### src/hdl/blmp_pkg.sv
`timescale 1ns / 1ps
`default_nettype none
// ----------------------------------------------------------------------------
// blmp_pkg
// Shared types and constants of the box to label map painter.
// ----------------------------------------------------------------------------
package blmp_pkg;

  // default geometry
  localparam int unsigned MAX_ROWS_DEF   = 64;
  localparam int unsigned MAX_COLS_DEF   = 64;
  localparam int unsigned COORD_FRAC_DEF = 16;

  // fixed field widths
  localparam int unsigned ACT_W      = 2;
  localparam int unsigned COORD_W    = 17;
  localparam int unsigned LABEL_W    = 8;
  localparam int unsigned SIZE_W     = 7;
  localparam int unsigned CELL_W     = 6;
  localparam int unsigned AREA_W     = 32;
  localparam int unsigned CFG_IDX_W  = 2;
  localparam int unsigned CFG_DATA_W = 8;
  localparam int unsigned QUEUE_DEPTH = 4;

  // action codes
  localparam logic [ACT_W-1:0] ACT_CLEAR = 2'd0;
  localparam logic [ACT_W-1:0] ACT_PAINT = 2'd1;
  localparam logic [ACT_W-1:0] ACT_READ  = 2'd2;

  // register indexes
  localparam logic [CFG_IDX_W-1:0] CFG_HEIGHT = 2'd0;
  localparam logic [CFG_IDX_W-1:0] CFG_WIDTH  = 2'd1;
  localparam logic [CFG_IDX_W-1:0] CFG_BG     = 2'd2;
  localparam logic [CFG_IDX_W-1:0] CFG_DIFF   = 2'd3;

  // register reset values
  localparam logic [SIZE_W-1:0]  HEIGHT_RST = 7'd64;
  localparam logic [SIZE_W-1:0]  WIDTH_RST  = 7'd64;
  localparam logic [LABEL_W-1:0] BG_RST     = 8'd0;
  localparam logic               DIFF_RST   = 1'b1;

  localparam logic [AREA_W-1:0] AREA_CAP = 32'hFFFF_FFFE;
  localparam logic [AREA_W-1:0] AREA_INF = 32'hFFFF_FFFF;

  typedef enum logic [1:0] {
    CMD_CLEAR,
    CMD_PAINT,
    CMD_READ
  } cmd_kind_e;

  typedef struct packed {
    logic [SIZE_W-1:0]  height;
    logic [SIZE_W-1:0]  width;
    logic [LABEL_W-1:0] bg;
    logic               use_diff;
  } cfg_t;

  typedef struct packed {
    cmd_kind_e          kind;
    logic [LABEL_W-1:0] label;
    logic [AREA_W-1:0]  area;
    logic [SIZE_W-1:0]  r0;
    logic [SIZE_W-1:0]  r1;
    logic [SIZE_W-1:0]  c0;
    logic [SIZE_W-1:0]  c1;
    logic               rd_hit;
    logic [CELL_W-1:0]  rd_row;
    logic [CELL_W-1:0]  rd_col;
  } cmd_t;

endpackage
`default_nettype wire

### src/hdl/blmp_front.sv
`timescale 1ns / 1ps
`default_nettype none
// ----------------------------------------------------------------------------
// blmp_front
// Accepts items, filters boxes, computes cell ranges and box area.
// ----------------------------------------------------------------------------
module blmp_front #(
  parameter int unsigned MAX_ROWS        = blmp_pkg::MAX_ROWS_DEF,
  parameter int unsigned MAX_COLS        = blmp_pkg::MAX_COLS_DEF,
  parameter int unsigned COORD_FRAC_BITS = blmp_pkg::COORD_FRAC_DEF
) (
  input  wire logic                          clk_i,
  input  wire logic                          rst_ni,
  input  wire blmp_pkg::cfg_t                cfg_i,
  input  wire logic                          init_done_i,
  input  wire logic                          in_valid_i,
  output logic                               in_ready_o,
  input  wire logic [blmp_pkg::ACT_W-1:0]    action_i,
  input  wire logic [blmp_pkg::COORD_W-1:0]  box_left_i,
  input  wire logic [blmp_pkg::COORD_W-1:0]  box_top_i,
  input  wire logic [blmp_pkg::COORD_W-1:0]  box_right_i,
  input  wire logic [blmp_pkg::COORD_W-1:0]  box_bottom_i,
  input  wire logic [blmp_pkg::LABEL_W-1:0]  box_label_i,
  input  wire logic                          box_difficult_i,
  input  wire logic [blmp_pkg::CELL_W-1:0]   cell_row_i,
  input  wire logic [blmp_pkg::CELL_W-1:0]   cell_col_i,
  output logic                               push_o,
  output blmp_pkg::cmd_t                     cmd_o,
  input  wire logic                          full_i
);
  import blmp_pkg::*;

  localparam int unsigned F    = COORD_FRAC_BITS;
  localparam int unsigned CWID = (F + 1 > COORD_W) ? F + 1 : COORD_W;
  localparam int unsigned SHL  = (2 * F >= AREA_W) ? 0 : AREA_W - 2 * F;
  localparam int unsigned SHR  = (2 * F >= AREA_W) ? 2 * F - AREA_W : 0;
  localparam int unsigned PW   = 2 * CWID + AREA_W;
  localparam logic [CWID-1:0] ONE = {{(CWID-1){1'b0}}, 1'b1} << F;

  function automatic logic [CWID-1:0] sat(input logic [COORD_W-1:0] c);
    logic [CWID-1:0] x;
    x = CWID'(c);
    return (x > ONE) ? ONE : x;
  endfunction

  function automatic logic [SIZE_W-1:0] idx(input logic [SIZE_W-1:0] size,
                                             input logic [CWID-1:0] coord);
    logic [SIZE_W+CWID-1:0] p;
    p = {{CWID{1'b0}}, size} * {{SIZE_W{1'b0}}, coord};
    return p[F +: SIZE_W];
  endfunction

  // input stage
  logic                st_valid_q;
  logic [ACT_W-1:0]    act_q;
  logic [COORD_W-1:0]  l_q, t_q, r_q, b_q;
  logic [LABEL_W-1:0]  lab_q;
  logic                diff_q;
  logic [CELL_W-1:0]   row_q, col_q;

  logic                need_push, st_done;
  logic [SIZE_W-1:0]   h, w, r0, r1, c0, c1, r1e, c1e;
  logic [CWID-1:0]     ls, ts, rs, bs;
  logic [2*CWID-1:0]   prod;
  logic [PW-1:0]       full_area;
  logic [AREA_W-1:0]   area;
  logic                skip;

  assign st_done    = !need_push || !full_i;
  assign in_ready_o = init_done_i && (!st_valid_q || st_done);
  assign push_o     = st_valid_q && need_push && !full_i;

  always_ff @(posedge clk_i or negedge rst_ni) begin
    if (!rst_ni) begin
      st_valid_q <= 1'b0;
    end else if (in_ready_o) begin
      st_valid_q <= in_valid_i;
    end else if (st_done) begin
      st_valid_q <= 1'b0;
    end
  end

  always_ff @(posedge clk_i) begin
    if (in_valid_i && in_ready_o) begin
      act_q  <= action_i;
      l_q    <= box_left_i;
      t_q    <= box_top_i;
      r_q    <= box_right_i;
      b_q    <= box_bottom_i;
      lab_q  <= box_label_i;
      diff_q <= box_difficult_i;
      row_q  <= cell_row_i;
      col_q  <= cell_col_i;
    end
  end

  // effective map size
  assign h = (SIZE_W'(MAX_ROWS) < cfg_i.height && MAX_ROWS < (1 << SIZE_W))
             ? SIZE_W'(MAX_ROWS) : cfg_i.height;
  assign w = (SIZE_W'(MAX_COLS) < cfg_i.width && MAX_COLS < (1 << SIZE_W))
             ? SIZE_W'(MAX_COLS) : cfg_i.width;

  // cell ranges and area
  always_comb begin
    ls   = sat(l_q);
    ts   = sat(t_q);
    rs   = sat(r_q);
    bs   = sat(b_q);
    r0   = idx(h, ts);
    r1   = idx(h, bs);
    c0   = idx(w, ls);
    c1   = idx(w, rs);
    r1e  = (r1 < h) ? r1 : h;
    c1e  = (c1 < w) ? c1 : w;
    prod = {{CWID{1'b0}}, rs - ls} * {{CWID{1'b0}}, bs - ts};
    full_area = ({{AREA_W{1'b0}}, prod} << SHL) >> SHR;
    area = (full_area > PW'(AREA_CAP)) ? AREA_CAP : full_area[AREA_W-1:0];
    skip = (lab_q == cfg_i.bg) || (diff_q && !cfg_i.use_diff) ||
           (rs <= ls) || (bs <= ts) || (r0 >= r1e) || (c0 >= c1e);
  end

  // classify
  always_comb begin
    cmd_o        = '0;
    cmd_o.label  = lab_q;
    cmd_o.area   = area;
    cmd_o.r0     = r0;
    cmd_o.r1     = r1e;
    cmd_o.c0     = c0;
    cmd_o.c1     = c1e;
    cmd_o.rd_row = row_q;
    cmd_o.rd_col = col_q;
    cmd_o.rd_hit = ({1'b0, row_q} < h) && ({1'b0, col_q} < w);
    need_push    = 1'b0;
    unique case (act_q)
      ACT_CLEAR: begin
        cmd_o.kind = CMD_CLEAR;
        need_push  = 1'b1;
      end
      ACT_PAINT: begin
        cmd_o.kind = CMD_PAINT;
        need_push  = !skip;
      end
      ACT_READ: begin
        cmd_o.kind = CMD_READ;
        need_push  = 1'b1;
      end
      default: begin
        cmd_o.kind = CMD_CLEAR;
        need_push  = 1'b0;
      end
    endcase
  end

endmodule
`default_nettype wire

### config.mk
export PLATFORM = sky130hd
export DESIGN_NAME = blmp_front
export DESIGN_NICKNAME = d
export VERILOG_FILES = /design/src/hdl/blmp_pkg.sv /design/src/hdl/blmp_front.sv
export SDC_FILE = /design/constraint.sdc
export NUM_CORES = 2
export LEC_CHECK = 0
export BUFFER_PORTS_ARGS = -buffer_cell sky130_fd_sc_hd__clkbuf_2
export CAP_MARGIN = 25
export CORE_ASPECT_RATIO = 0.9
export CORE_MARGIN = 3
export CORE_UTILIZATION = 40
export CTS_CLUSTER_SIZE = 20
export DETAILED_ROUTE_END_ITERATION = 10
export HOLD_SLACK_MARGIN = 0.06
export PLACE_DENSITY_LB_ADDON = 0.12
export SLEW_MARGIN = 25
export SYNTH_ARGS = -nofsm -noshare
export SYNTH_HDL_FRONTEND = slang
export SYNTH_SLANG_ARGS = --single-unit
### constraint.sdc
create_clock -name clk_i -period 16 [get_ports clk_i]
set_clock_uncertainty 0.2 [all_clocks]
set_input_delay 3.2 -clock clk_i [delete_from_list [all_inputs] [get_ports clk_i]]
set_output_delay 3.2 -clock clk_i [all_outputs]
set_load 0.1 [all_outputs]
==> impl_metrics.yaml <==
layout:
  drive_gt1_share_pct: 10.2
  stdcell_area_um2: 31300
  finalNonFillerCells: 4388
  fin_util_pct: 45.1
  syn2layout_area_growth_pct: 10.6
  fin_nets: 4415
detailed_routing:
  drtPass1Iterations: 6
  drt_iter0_drc: 1349
  drt_drc_violations_left: 0
  antenna_left: 0
  avgRoutedWirePerCell_um: 18.6
  post_drt_via_cell_ratio: 5.11
  vias: 22400
  totalWireLength_mm: 81.4
logic_synthesis:
  synth_cell_types: 78
  synthCells: 3280
  synth_compound_area_share_pct: 6.68
  synth_top_area_share_pct: 36.4
  synth-main-ff-cell: "edfxtp_1"
  synth_top_family_by_area: "adder cells"
  avgSynthCellArea_um2: 8.63
  async_reset_ff_share_pct: 1.09
  synth_most_common_cell: "inv_1"
  yosysWarnings: 0
  ys_top_cells_by_area: "fa_1, ha_1, edfxtp_1"
  yosysSeqAreaShare_pct: 9.74
  synth_nets: 4243
  synth_top_cell_by_area: "fa_1"
  yosys.area_share.simple_pct: 17.5
  syn_area_um2: 28300
  synth-edff-count: 91
  synthMuxAreaShare_pct: 0.707
  ys_ff_latch: 92
  synth_adder_area_share_pct: 50.9
  yosys-top-cells-count: "inv_1, nand2_1, fa_1, ha_1, nor2_1"
  synth_xor_xnor_area_share_pct: 3.53
clock_tree:
  root_buffer: "clkbuf_16"
  tritoncts: "built"
  clkLatencyLatePin_ns: 0.40
  clkSinkCount: 92
  cts-htree-levels: 3
  hold_buffers: 0
  clk_path_buf_depth: 2
  clkTransAtPathRegs_ns: 0.07
  cts_buffers: 9
critical_path:
  critPathArrivalTime_ns: 11.99
  crit_start: "cfg_i[15]"
  worstPathMaxFanout: 10
  rr_startpoint: "b_q[0]$_DFFE_PP_"
  worst_path_most_repeated_cell: "fa_1"
  r2r_cells: 40
  r2r-end: "b_q[6]$_DFFE_PP_"
  critPathCaptureType: "output port"
  critPathKind: "in2out"
  r2r_slack_ns: 4.97
  required_ns: 12.60
  start_kind: "input port"
  crit_path_end: "push_o"
  cp_slowest_cell: "nor2b_2"
  max_stage_delay_ns: 0.53
timing:
  worstMarginPinSlew_ns: 1.06
  rsz0062_at_grt: "no"
  fin_setup_tns_ns: 0
  clock.fmax_ghz: 0.0650
  slew_headroom_pct: 28.8
  setup_violations: 0
  hold_viol_final: 0
  slew_violations: 0
  period_needed_ns: 15.39
  post-route-period-util_pct: 96.2
grt:
  grt_pass1_vias: 24100
  antenna_found_initial: 2
  grt_overflow: 0
  grt_max_degree: 65
  grt_usage_pct: 22.4
  grt_pass1_wl_mm: 131
floorplan:
  die_h_um: 258
  num_io_pins: 204
  dieWidth_um: 286
  initial_utilization_pct: 40.8
  coreArea_um2: 69300
  rows: 91
  die_area_um2: 74000
placed_design:
  dp.cells: 4368
  io_buffers: 203
  placed_area_um2: 30900
  place.gp.congestion: 0.893
  hpwl_mm: 68.6
flow_run:
  timing.max_cap.violations: 0
outcome:
  run_status: "finished clean"
worst_hold_path:
  hold_depth: 2
  hp-class: "reg2reg"
timing repair:
item | CTS | global route
pin swaps | 0 | 3
gates cloned | 0 | 1
gates resized for setup | 1 | 11
setup buffers | 0 | 2
hold endpoints to repair | 0 | 0
setup endpoints to repair | 32 | 34
final cells by class:
type / instances / area (µm²)
antenna: 1 / 2.50
clock buffer: 9 / 225
clock inverter: 7 / 86.3
fill: 6864 / 38000
inverter: 698 / 2620
multi-input combinational: 2373 / 22600
sequential: 92 / 2760
tap: 930 / 1160
timing repair buffer: 278 / 1840
how the worst min path moves through the flow:
stage                             end                   start  slack, ns
2_1_floorplan  st_valid_q$_DFFE_PN0P_  st_valid_q$_DFFE_PN0P_       0.36
3_3_place_gp   st_valid_q$_DFFE_PN0P_  st_valid_q$_DFFE_PN0P_       0.39
3_5_place_dp   st_valid_q$_DFFE_PN0P_  st_valid_q$_DFFE_PN0P_       0.40
4_1_cts        st_valid_q$_DFFE_PN0P_  st_valid_q$_DFFE_PN0P_       0.43
5_1_grt        st_valid_q$_DFFE_PN0P_  st_valid_q$_DFFE_PN0P_       0.48
6_report       st_valid_q$_DFFE_PN0P_  st_valid_q$_DFFE_PN0P_       0.43
cells in the final DEF (no fill, tap or decap), drive strengths merged, types with 17 or more instances in the layout:
master  instances
nand2b         48
fa            514
edfxtp         91
nand3          21
nand2         560
nor2          255
a21o           48
nor2b          54
xnor2          68
nor4           21
o21ai          50
ha            330
xor2           46
nor3           17
clkbuf        178
and2           65
buf           109
inv           698
a21oi          84
metrics by stage:
step,worst slack (ns),hold slack [ns]
after floorplan,0.00303,0.361
after global placement,0.409,0.394
after detailed placement,0.318,0.404
after CTS,0.130,0.426
after global routing,0.0783,0.481
final,0.611,0.430
worst max-delay path: cells and delay by family:
kind,cells,cell delay (ns)
compound gates,15,3.29
xor+xnor,1,0.32
fa+ha+maj,7,2.56
buf+inv,5,0.91
mux,1,0.27
simple gates,4,1.42
sequential cells by signal (all words and copies together) (netlist names):
signal and cells:
act_q 2, b_q 17, col_q 6, diff_q 1
l_q 17, lab_q 8, r_q 17, row_q 6
st_valid_q 1, t_q 17
layer usage:
metal	part of all wire, %	GRT usage (%)	up-vias
li1	-	-	10400
met1	47	32.0	11200
met2	45	35.4	634
met3	6.2	3.93	99
met4	2.0	5.13	2
met5	0.014	0	-
kinds of logic (layout without fill, tap and decap cells):
family,Yosys count,in the layout
multiplexers,19,19
adder cells (fa/ha/maj),844,844
AND/OR/NAND/NOR,1112,1112
other,0,1
XOR/XNOR,114,114
flip-flops,92,92
buffers and inverters,816,992
AO/OA/AOI/OAI,283,284
Power is left out: the tool's default activity adds up to more than one toggle a clock period on the data nets, which glitch-free logic cannot reach.
