`src/hdl/blmp_pkg.sv`:
```
`timescale 1ns / 1ps
`default_nettype none
// ----------------------------------------------------------------------------
// blmp_pkg
// Shared types and constants of the box to label map painter.
// ----------------------------------------------------------------------------
package blmp_pkg;

  // default geometry
  localparam int unsigned MAX_ROWS_DEF   = 64;
  localparam int unsigned MAX_COLS_DEF   = 64;
  localparam int unsigned COORD_FRAC_DEF = 16;

  // fixed field widths
  localparam int unsigned ACT_W      = 2;
  localparam int unsigned COORD_W    = 17;
  localparam int unsigned LABEL_W    = 8;
  localparam int unsigned SIZE_W     = 7;
  localparam int unsigned CELL_W     = 6;
  localparam int unsigned AREA_W     = 32;
  localparam int unsigned CFG_IDX_W  = 2;
  localparam int unsigned CFG_DATA_W = 8;
  localparam int unsigned QUEUE_DEPTH = 4;

  // action codes
  localparam logic [ACT_W-1:0] ACT_CLEAR = 2'd0;
  localparam logic [ACT_W-1:0] ACT_PAINT = 2'd1;
  localparam logic [ACT_W-1:0] ACT_READ  = 2'd2;

  // register indexes
  localparam logic [CFG_IDX_W-1:0] CFG_HEIGHT = 2'd0;
  localparam logic [CFG_IDX_W-1:0] CFG_WIDTH  = 2'd1;
  localparam logic [CFG_IDX_W-1:0] CFG_BG     = 2'd2;
  localparam logic [CFG_IDX_W-1:0] CFG_DIFF   = 2'd3;

  // register reset values
  localparam logic [SIZE_W-1:0]  HEIGHT_RST = 7'd64;
  localparam logic [SIZE_W-1:0]  WIDTH_RST  = 7'd64;
  localparam logic [LABEL_W-1:0] BG_RST     = 8'd0;
  localparam logic               DIFF_RST   = 1'b1;

  localparam logic [AREA_W-1:0] AREA_CAP = 32'hFFFF_FFFE;
  localparam logic [AREA_W-1:0] AREA_INF = 32'hFFFF_FFFF;

  typedef enum logic [1:0] {
    CMD_CLEAR,
    CMD_PAINT,
    CMD_READ
  } cmd_kind_e;

  typedef struct packed {
    logic [SIZE_W-1:0]  height;
    logic [SIZE_W-1:0]  width;
    logic [LABEL_W-1:0] bg;
    logic               use_diff;
  } cfg_t;

  typedef struct packed {
    cmd_kind_e          kind;
    logic [LABEL_W-1:0] label;
    logic [AREA_W-1:0]  area;
    logic [SIZE_W-1:0]  r0;
    logic [SIZE_W-1:0]  r1;
    logic [SIZE_W-1:0]  c0;
    logic [SIZE_W-1:0]  c1;
    logic               rd_hit;
    logic [CELL_W-1:0]  rd_row;
    logic [CELL_W-1:0]  rd_col;
  } cmd_t;

endpackage
`default_nettype wire

```
`src/hdl/blmp_fifo.sv`:
```
`timescale 1ns / 1ps
`default_nettype none
// ----------------------------------------------------------------------------
// blmp_fifo
// Short command queue between the classifier and the map sequencer.
// ----------------------------------------------------------------------------
module blmp_fifo (
  input  wire logic            clk_i,
  input  wire logic            rst_ni,
  input  wire logic            push_i,
  input  wire blmp_pkg::cmd_t  push_data_i,
  output logic                 full_o,
  input  wire logic            pop_i,
  output blmp_pkg::cmd_t       pop_data_o,
  output logic                 valid_o
);
  import blmp_pkg::*;

  localparam int unsigned PW = $clog2(QUEUE_DEPTH);

  cmd_t           mem_q [QUEUE_DEPTH];
  logic [PW-1:0]  wr_q, rd_q;
  logic [PW:0]    cnt_q;

  assign full_o     = (cnt_q == (PW+1)'(QUEUE_DEPTH));
  assign valid_o    = (cnt_q != '0);
  assign pop_data_o = mem_q[rd_q];

  // storage
  always_ff @(posedge clk_i) begin
    if (push_i) mem_q[wr_q] <= push_data_i;
  end

  // pointers and fill count
  always_ff @(posedge clk_i or negedge rst_ni) begin
    if (!rst_ni) begin
      wr_q  <= '0;
      rd_q  <= '0;
      cnt_q <= '0;
    end else begin
      if (push_i) wr_q <= wr_q + PW'(1);
      if (pop_i)  rd_q <= rd_q + PW'(1);
      if (push_i && !pop_i)      cnt_q <= cnt_q + (PW+1)'(1);
      else if (!push_i && pop_i) cnt_q <= cnt_q - (PW+1)'(1);
    end
  end

endmodule
`default_nettype wire

```
`config.mk`:
```
export PLATFORM = sky130hd
export DESIGN_NAME = blmp_fifo
export DESIGN_NICKNAME = d
export VERILOG_FILES = /design/src/hdl/blmp_pkg.sv /design/src/hdl/blmp_fifo.sv
export SDC_FILE = /design/constraint.sdc
export NUM_CORES = 1
export LEC_CHECK = 0
export ABC_AREA = 1
export BUFFER_PORTS_ARGS = -buffer_cell sky130_fd_sc_hd__buf_2
export CORE_MARGIN = 1
export CORE_UTILIZATION = 30
export DETAILED_ROUTE_END_ITERATION = 7
export PLACE_DENSITY = 0.58
export SYNTH_ARGS = -nofsm -noshare
export SYNTH_HDL_FRONTEND = slang
export SYNTH_SLANG_ARGS = --single-unit
export TNS_END_PERCENT = 20
```
`constraint.sdc`:
```
create_clock -name clk_i -period 3.3 [get_ports clk_i]
set_clock_uncertainty 0.15 [all_clocks]
set_input_delay 0.33 -clock clk_i [delete_from_list [all_inputs] [get_ports clk_i]]
set_output_delay 0.33 -clock clk_i [all_outputs]
set_load 0.01 [all_outputs]
```
==> summary.md, run 1 <==
| Metric | Value |
|---|---|
| Die X | `215 um` |
| Post-CTS Setup Bufs | `0` |
| Worst Path Required | `~2.8 ns` |
| Post-route cell area | `~0.017 sq mm` |
| Initial antenna violation count | `2` |
| Iter 0 DRT Violations | `between 400 and 500` |
| Die ar. | `0.0462 sq mm` |
| #FFs+latches synth | `approximately 340` |
| Layout area overhead | `25.6%` |
| CTS tree | `done` |
| Worst path cell trace | `clkinv_2, buf_12, o211ai_1, nand2_1, buf_2` |
| Crit path kind | `reg -> out` |
| Sinks on Clock Net | `between 300 and 400` |
| H-tree levels | `2` |
| Total power | `roughly 0.015 W` |
| Final setup fails | `0` |
| Bufs on Longest Clock Path | `3` |
| Drt drc | `0` |
| Worst-skew pair later-pin latency | `around 0.54 ns` |
| Cell Rows | `a little under 80` |
| Core Region | `approximately 0.045 sq mm` |
| Final GP Congestion | `between 0.7 and 0.8` |
| Data arrival, critical path | `around 2.5 ns` |
| Clock-pin slew on the worst setup and hold paths | `about 0.050 ns` |
| Crit. End Element | `output port` |
| Vias in the first global route | `8,038` |
| Syn nets | `~1,100` |
| Boundary pin count | `approximately 170` |
| Peak Freq | `around 340 MHz` |
| Total negative slack | `0 ns` |
| Register area share after synthesis | `about three quarters` |
| Area post-placement | `approximately 0.015 sq mm` |
| Grt ovf | `0` |
| Post-Syn Area | `roughly 0.014 sq mm` |
| Fin nets | `approximately 1,400` |
| Post-detailed-route count of antenna-violating nets | `0` |
| Slew @ Worst Pin | `roughly 0.60 ns` |
| Via/cell ratio | `approximately 4.3` |
| Hold Path Origin | `cnt_q[2]$_DFFE_PN0P_` |
| CTS Buf Count | `38` |
| Yosys warns | `0` |
| Pleak | `slightly below 7 nW` |
| Relative slew slack | `approximately 60%` |
| WL per Instance | `about 15 um` |
| Final WS setup | `~0.34 ns` |
| Post-synthesis instance total | `roughly 1,000` |
| Fin. Hold Viols | `0` |
| CP max stage delay | `roughly 0.62 ns` |
| RSZ-0062 raised after global routing | `false` |
| Peak supply drop | `482 uV` |
| Die Height | `around 220 um` |
| CP startpoint kind | `register` |
| Minimum clock period | `slightly below 3 ns` |
| Initial Util | `a little over 30%` |
| Final wirelength | `between 20 and 30 mm` |
| Pre-Repair DR Iteration Count | `4` |
| Outcome | `complete, no violations` |
| Crit Path Max Fanout | `33` |
| Synth cell types | `19` |
| FF-to-FF Start | `wr_q[1]$_DFFE_PN0P_` |
| Placed wire-length estimate | `about 16 mm` |
| Hold Crit Class | `reg -> reg` |
| Syn avg cell area | `roughly 13 sq um` |
| Post-CTS sizing | `0` |
| CTS Hold Buffers Added | `87` |
| Via Count | `8,128` |
| Crit path from | `rd_q[1]$_DFFE_PN0P_` |
| Pwr per Cell Area | `859 mW/mm^2` |
| Crit-path slowest cell | `dfrtp_4` |
| First-pass GRT wire length | `between 40 and 50 mm` |
| Final worst-path cycle share | `roughly nine tenths` |
| GRT Overall Usage | `around an eighth` |
| Max-cap violations | `0` |
| Max-slew violations | `0` |
| Buffers on Ports | `between 150 and 200` |
| Clk root buf | `clkbuf_16` |
| Largest net degree at the start of global routing | `between 90 and 100` |
| Share of cells above drive strength 1 | `about 19%` |
| Pre-CTS WS | `approximately 0.84 ns` |
| Fin util | `between 30% and 40%` |
[registers in the layout (all words and copies together), names as in the netlist]
name	cells
mem_q	332
cnt_q	3
rd_q	2
wr_q	2
[synth_stat cells (all sizes together)]
cell type | n | share of area [%]
edfxtp | 332 | 73
nand2 | 263 | 7.3
inv | 178 | 4.9
o211ai | 166 | 9.2
buf | 52 | 3.0
dfrtp | 7 | 1.3
ha | 5 | 0.46
clkbuf | 4 | 0.11
xor2 | 3 | 0.19
fa | 1 | 0.15
nand3 | 1 | 0.037
nand4 | 1 | 0.046
nor2 | 1 | 0.028
nor3 | 1 | 0.037
o21ai | 1 | 0.037
xnor2 | 1 | 0.064
[worst max-delay path: cells and delay by family (launching register included)]
kind                   cells  cell delay (ns)
AOI/OAI and AO/OA          1             0.12
and+or+nand+nor            1             0.09
buffers and inverters      3             1.06
DFF                        1             0.62
[per-layer routing]
metal	vias up	track usage [%]	routed length, um
met5	-	0	13
met4	2	3.71	614
met3	45	3.62	1690
met2	173	20.4	13400
met1	3858	15.8	12600
li1	4050	-	-
[report_power, final]
group / switching (W) / internal, W
Combinational: 0.00303 / 0.00168
Clock: 0.00162 / 0.00240
Sequential: 0.000325 / 0.00564
Total: 0.00498 / 0.00971
[final timing paths]
| path | end | slack, ns | cells past startpoint |
|---|---|---|---|
| worst max register to register | mem_q[1][23]$_DFFE_PP_ | 1.25 | 5 |
| worst min register to register | cnt_q[2]$_DFFE_PN0P_ | 0.35 | 2 |
| worst max-delay path | pop_data_o[76] | 0.34 | 5 |
| worst min-delay path | cnt_q[2]$_DFFE_PN0P_ | 0.35 | 2 |
| min in group asynchronous | cnt_q[2]$_DFFE_PN0P_ | 0.64 | 3 |
| max in group asynchronous | rd_q[0]$_DFFE_PN0P_ | 2.02 | 3 |
[layout by cell type (no fill, tap or decap), types with 7 or more instances in the layout]
cell,n
buf_4,7
buf_12,9
clkinv_1,12
clkbuf_1,7
dlygate4sd3_1,87
o211ai_1,166
edfxtp_1,332
buf_2,171
inv_1,173
nand2_1,263
clkbuf_16,41
[logic make-up after synthesis]
| group | synth area share, % |
|---|---|
| compound gates | 9.19 |
| simple gates | 7.40 |
| buf+inv | 8.03 |
| fa+ha+maj | 0.607 |
| flops | 74.5 |
| xor+xnor | 0.257 |
[layout make-up]
cell class	count	area [sq um]
tap	592	741
clock inverter	19	134
antenna	1	2.50
multi-input combinational	444	2380
sequential	339	10200
timing repair buffer	274	1960
fill	4208	27400
inverter	178	679
clock buffer	48	1050
[through the flow]
step / hold WS (ns) / std cells
floorplan: -0.116 / 1017
global placement: 0.0454 / 1740
detailed placement: 0.0485 / 1740
CTS: 0.338 / 1894
global route: 0.354 / 1894
finish: 0.347 / 1895
Power figures use the tool's default switching activity.
==> run 2: changes to the inputs <==
--- a/config.mk
+++ b/config.mk
@@ -7,6 +7,7 @@
 export LEC_CHECK = 0
 export ABC_AREA = 1
 export BUFFER_PORTS_ARGS = -buffer_cell sky130_fd_sc_hd__buf_2
+export CORE_ASPECT_RATIO = 0.5
 export CORE_MARGIN = 1
 export CORE_UTILIZATION = 30
 export DETAILED_ROUTE_END_ITERATION = 7
==> run 2 against run 1 <==
  * Register-to-register slack improved by 0.02 ns
  * Global-route usage decreased by 0.055 points
  * Sequential cell count unchanged
  * Via count increased by 1.3%
  * Utilization about the same
  * Non-clock buffer count increased by 2
  * First-iteration DRC count decreased by 29%
  * Clock-buffer cell count decreased by 5
  * Largest cell class unchanged
  * Largest power group unchanged
==> summary.md, run 2 (synthesis results as in run 1) <==
| Metric | Value |
|---|---|
| Outcome | `complete, no violations (unchanged)` |
| Crit Path Max Fanout | `57 (was 33)` |
| Fin nets | `1,368 (unchanged)` |
| Initial antenna violation count | `0 (was 2)` |
| Internal Power | `0.00936 W (was 0.00971 W)` |
| RSZ-0062 raised after global routing | `false (unchanged)` |
| Commonest non-fill, non-tap cell in the layout | `edfxtp_1 (unchanged)` |
| Commonest cells after routing, fill and taps aside | `edfxtp_1, nand2_1, inv_1, buf_2, o211ai_1 (unchanged)` |
| GRT Overall Usage | `12.4% (about the same)` |
| Peak Freq | `358 MHz (was 338 MHz)` |
| Die ar. | `0.0463 sq mm (was 0.0462 sq mm)` |
| Antenna fix cells | `0 (was 1)` |
| Crit path kind | `reg -> out (unchanged)` |
| Pre-Repair DR Iteration Count | `4 (unchanged)` |
| CP startpoint kind | `register (unchanged)` |
| Placed wire-length estimate | `17.1 mm (was 15.8 mm)` |
| Post-detailed-route count of antenna-violating nets | `0 (unchanged)` |
| Max-cap violations | `0 (unchanged)` |
| Cell Rows | `54 (was 77)` |
| Total negative slack | `0 ns (unchanged)` |
| Area post-placement | `0.0150 sq mm (about the same)` |
| Crit path from | `rd_q[0]$_DFFE_PN0P_ (was rd_q[1]$_DFFE_PN0P_)` |
| Buffers on Ports | `171 (unchanged)` |
| Iter 0 DRT Violations | `300 (was 422)` |
| Post-CTS sizing | `0 (unchanged)` |
| Pleak | `6.72 nW (was 6.77 nW)` |
| Worst Path Required | `2.82 ns (about the same)` |
| Sinks on Clock Net | `339 (unchanged)` |
| Grt ovf | `0 (unchanged)` |
| Share of cells above drive strength 1 | `19.1% (was 18.6%)` |
| Largest register by flop count | `mem_q (unchanged)` |
| Slew @ Worst Pin | `0.663 ns (was 0.597 ns)` |
| Crit. End Element | `output port (unchanged)` |
| Final WS setup | `0.511 ns (was 0.341 ns)` |
| CTS Buf Count | `36 (was 38)` |
| Final GP Congestion | `0.747 (was 0.716)` |
| Switching share of power | `34.9% (was 33.9%)` |
| Worst R2R End | `mem_q[2][20]$_DFFE_PP_ (was mem_q[1][23]$_DFFE_PP_)` |
| Largest regs | `mem_q: 332 flops, cnt_q: 3 flops (unchanged)` |
| Core Region | `0.0442 sq mm (was 0.0445 sq mm)` |
| NetSw | `0.00502 W (was 0.00498 W)` |
| Final setup fails | `0 (unchanged)` |
| Reg power frac | `41.7% (was 40.6%)` |
| Via Count | `8,232 (was 8,128)` |
| CTS Hold Buffers Added | `86 (was 87)` |
| Via/cell ratio | `4.35 (was 4.29)` |
| Clock-pin slew on the worst setup and hold paths | `0.06 ns (was 0.05 ns)` |
| WL per Instance | `15.0 um (was 14.9 um)` |
| Minimum clock period | `2.79 ns (was 2.96 ns)` |
| Worst-skew pair later-pin latency | `0.51 ns (was 0.54 ns)` |
| Boundary pin count | `172 (unchanged)` |
| H-tree levels | `2 (unchanged)` |
| Relative slew slack | `55.8% (was 60.2%)` |
| WHS | `0.0417 ns (was 0.347 ns)` |
| FF-to-FF Start | `wr_q[0]$_DFFE_PN0P_ (was wr_q[1]$_DFFE_PN0P_)` |
| Die X | `303 um (was 215 um)` |
| Max reg flops | `332 (unchanged)` |
| Post-route cell area | `0.0170 sq mm (was 0.0171 sq mm)` |
| Final wirelength | `28.4 mm (was 28.3 mm)` |
| Bufs on Longest Clock Path | `3 (unchanged)` |
| Drt drc | `0 (unchanged)` |
| Data arrival, critical path | `2.31 ns (was 2.48 ns)` |
| Die Height | `153 um (was 215 um)` |
| Peak supply drop | `357 uV (was 482 uV)` |
| Post-CTS Setup Bufs | `0 (unchanged)` |
| Pre-CTS WS | `1.02 ns (was 0.835 ns)` |
| Clk root buf | `clkbuf_16 (unchanged)` |
| Vias in the first global route | `8,428 (was 8,038)` |
| Initial Util | `30.8% (was 30.6%)` |
| Layout area overhead | `24.7% (was 25.6%)` |
| CTS tree | `done (unchanged)` |
| Hold Crit Class | `in -> async (was reg -> reg)` |
| Final worst-path cycle share | `84.5% (was 89.7%)` |
| Max-slew violations | `0 (unchanged)` |
| Clock share of power | `25.5% (was 27.4%)` |
| Crit path to | `pop_data_o[17] (was pop_data_o[76])` |
| First-pass GRT wire length | `45.1 mm (was 44.7 mm)` |
| R2R depth | `5 (unchanged)` |
| FF-to-FF setup slack | `1.27 ns (was 1.25 ns)` |
| Pwr per Cell Area | `847 mW/mm^2 (was 859 mW/mm^2)` |
| Comb power frac | `32.8% (was 32.1%)` |
| Largest net degree at the start of global routing | `97 (unchanged)` |
| Fin. Hold Viols | `0 (unchanged)` |
[run 2: cell count changes in the layout (fill, tap and decap cells not counted), sizes merged, moves of 2 or more]
cell / before / now
bufinv: 2 / 0
clkbuf: 48 / 43
clkinvlp: 0 / 5
buf: 187 / 190
inv: 177 / 179
[run 2: cell type report]
| type | instances | area [sq um] |
|---|---|---|
| clock buffer | 43 | 948 |
| clock inverter | 23 | 125 |
| fill | 4213 | 27200 |
| inverter | 178 | 679 |
| multi-input combinational | 444 | 2380 |
| sequential | 339 | 10200 |
| tap | 588 | 736 |
| timing repair buffer | 276 | 1960 |
[run 2: worst min-delay path by stage]
stage,startpoint,end,slack (ns),cells after the start
finish,rst_ni,wr_q[1]$_DFFE_PN0P_,0.04,2
global route,rst_ni,wr_q[1]$_DFFE_PN0P_,0.05,2
CTS,rst_ni,wr_q[1]$_DFFE_PN0P_,0.02,2
detailed placement,rst_ni,cnt_q[0]$_DFFE_PN0P_,0.03,1
global placement,rst_ni,cnt_q[0]$_DFFE_PN0P_,0.03,1
floorplan,rst_ni,cnt_q[0]$_DFFE_PN0P_,-0.12,0
[run 2: routing by layer]
layer	vias up	wire [um]	track usage, %
met2	103	15300	23.0
li1	4057	-	-
met3	57	848	1.91
met1	4015	11500	14.4
met5	-	0	0
met4	0	714	4.14
[run 2: worst max-delay path, cell delays in order, from the launching register on]
cell      delay [ns]
dfrtp_4         0.84
buf_4           0.47
nand2_1         0.10
o211ai_1        0.09
nand2_1         0.09
buf_2           0.14
[run 2: per-stage QoR]
stage / util [%] / std cells / total power [W]
after global routing: 38.4 / 1891 / 0.0153
final: 38.4 / 1891 / 0.0144
after global placement: 34.0 / 1739 / 0.0108
after CTS: 38.4 / 1891 / 0.0146
after floorplan: - / 1017 / 0.00919
after detailed placement: 34.0 / 1739 / 0.0109
[run 2: power by group through the flow]
stage | registers (W) | logic, W | clock network, W
floorplan | 0.00592 | 0.00327 | 0
global placement | 0.00607 | 0.00474 | 0
detailed placement | 0.00609 | 0.00478 | 0
CTS | 0.00600 | 0.00488 | 0.00376
global route | 0.00608 | 0.00527 | 0.00394
finish | 0.00600 | 0.00472 | 0.00367
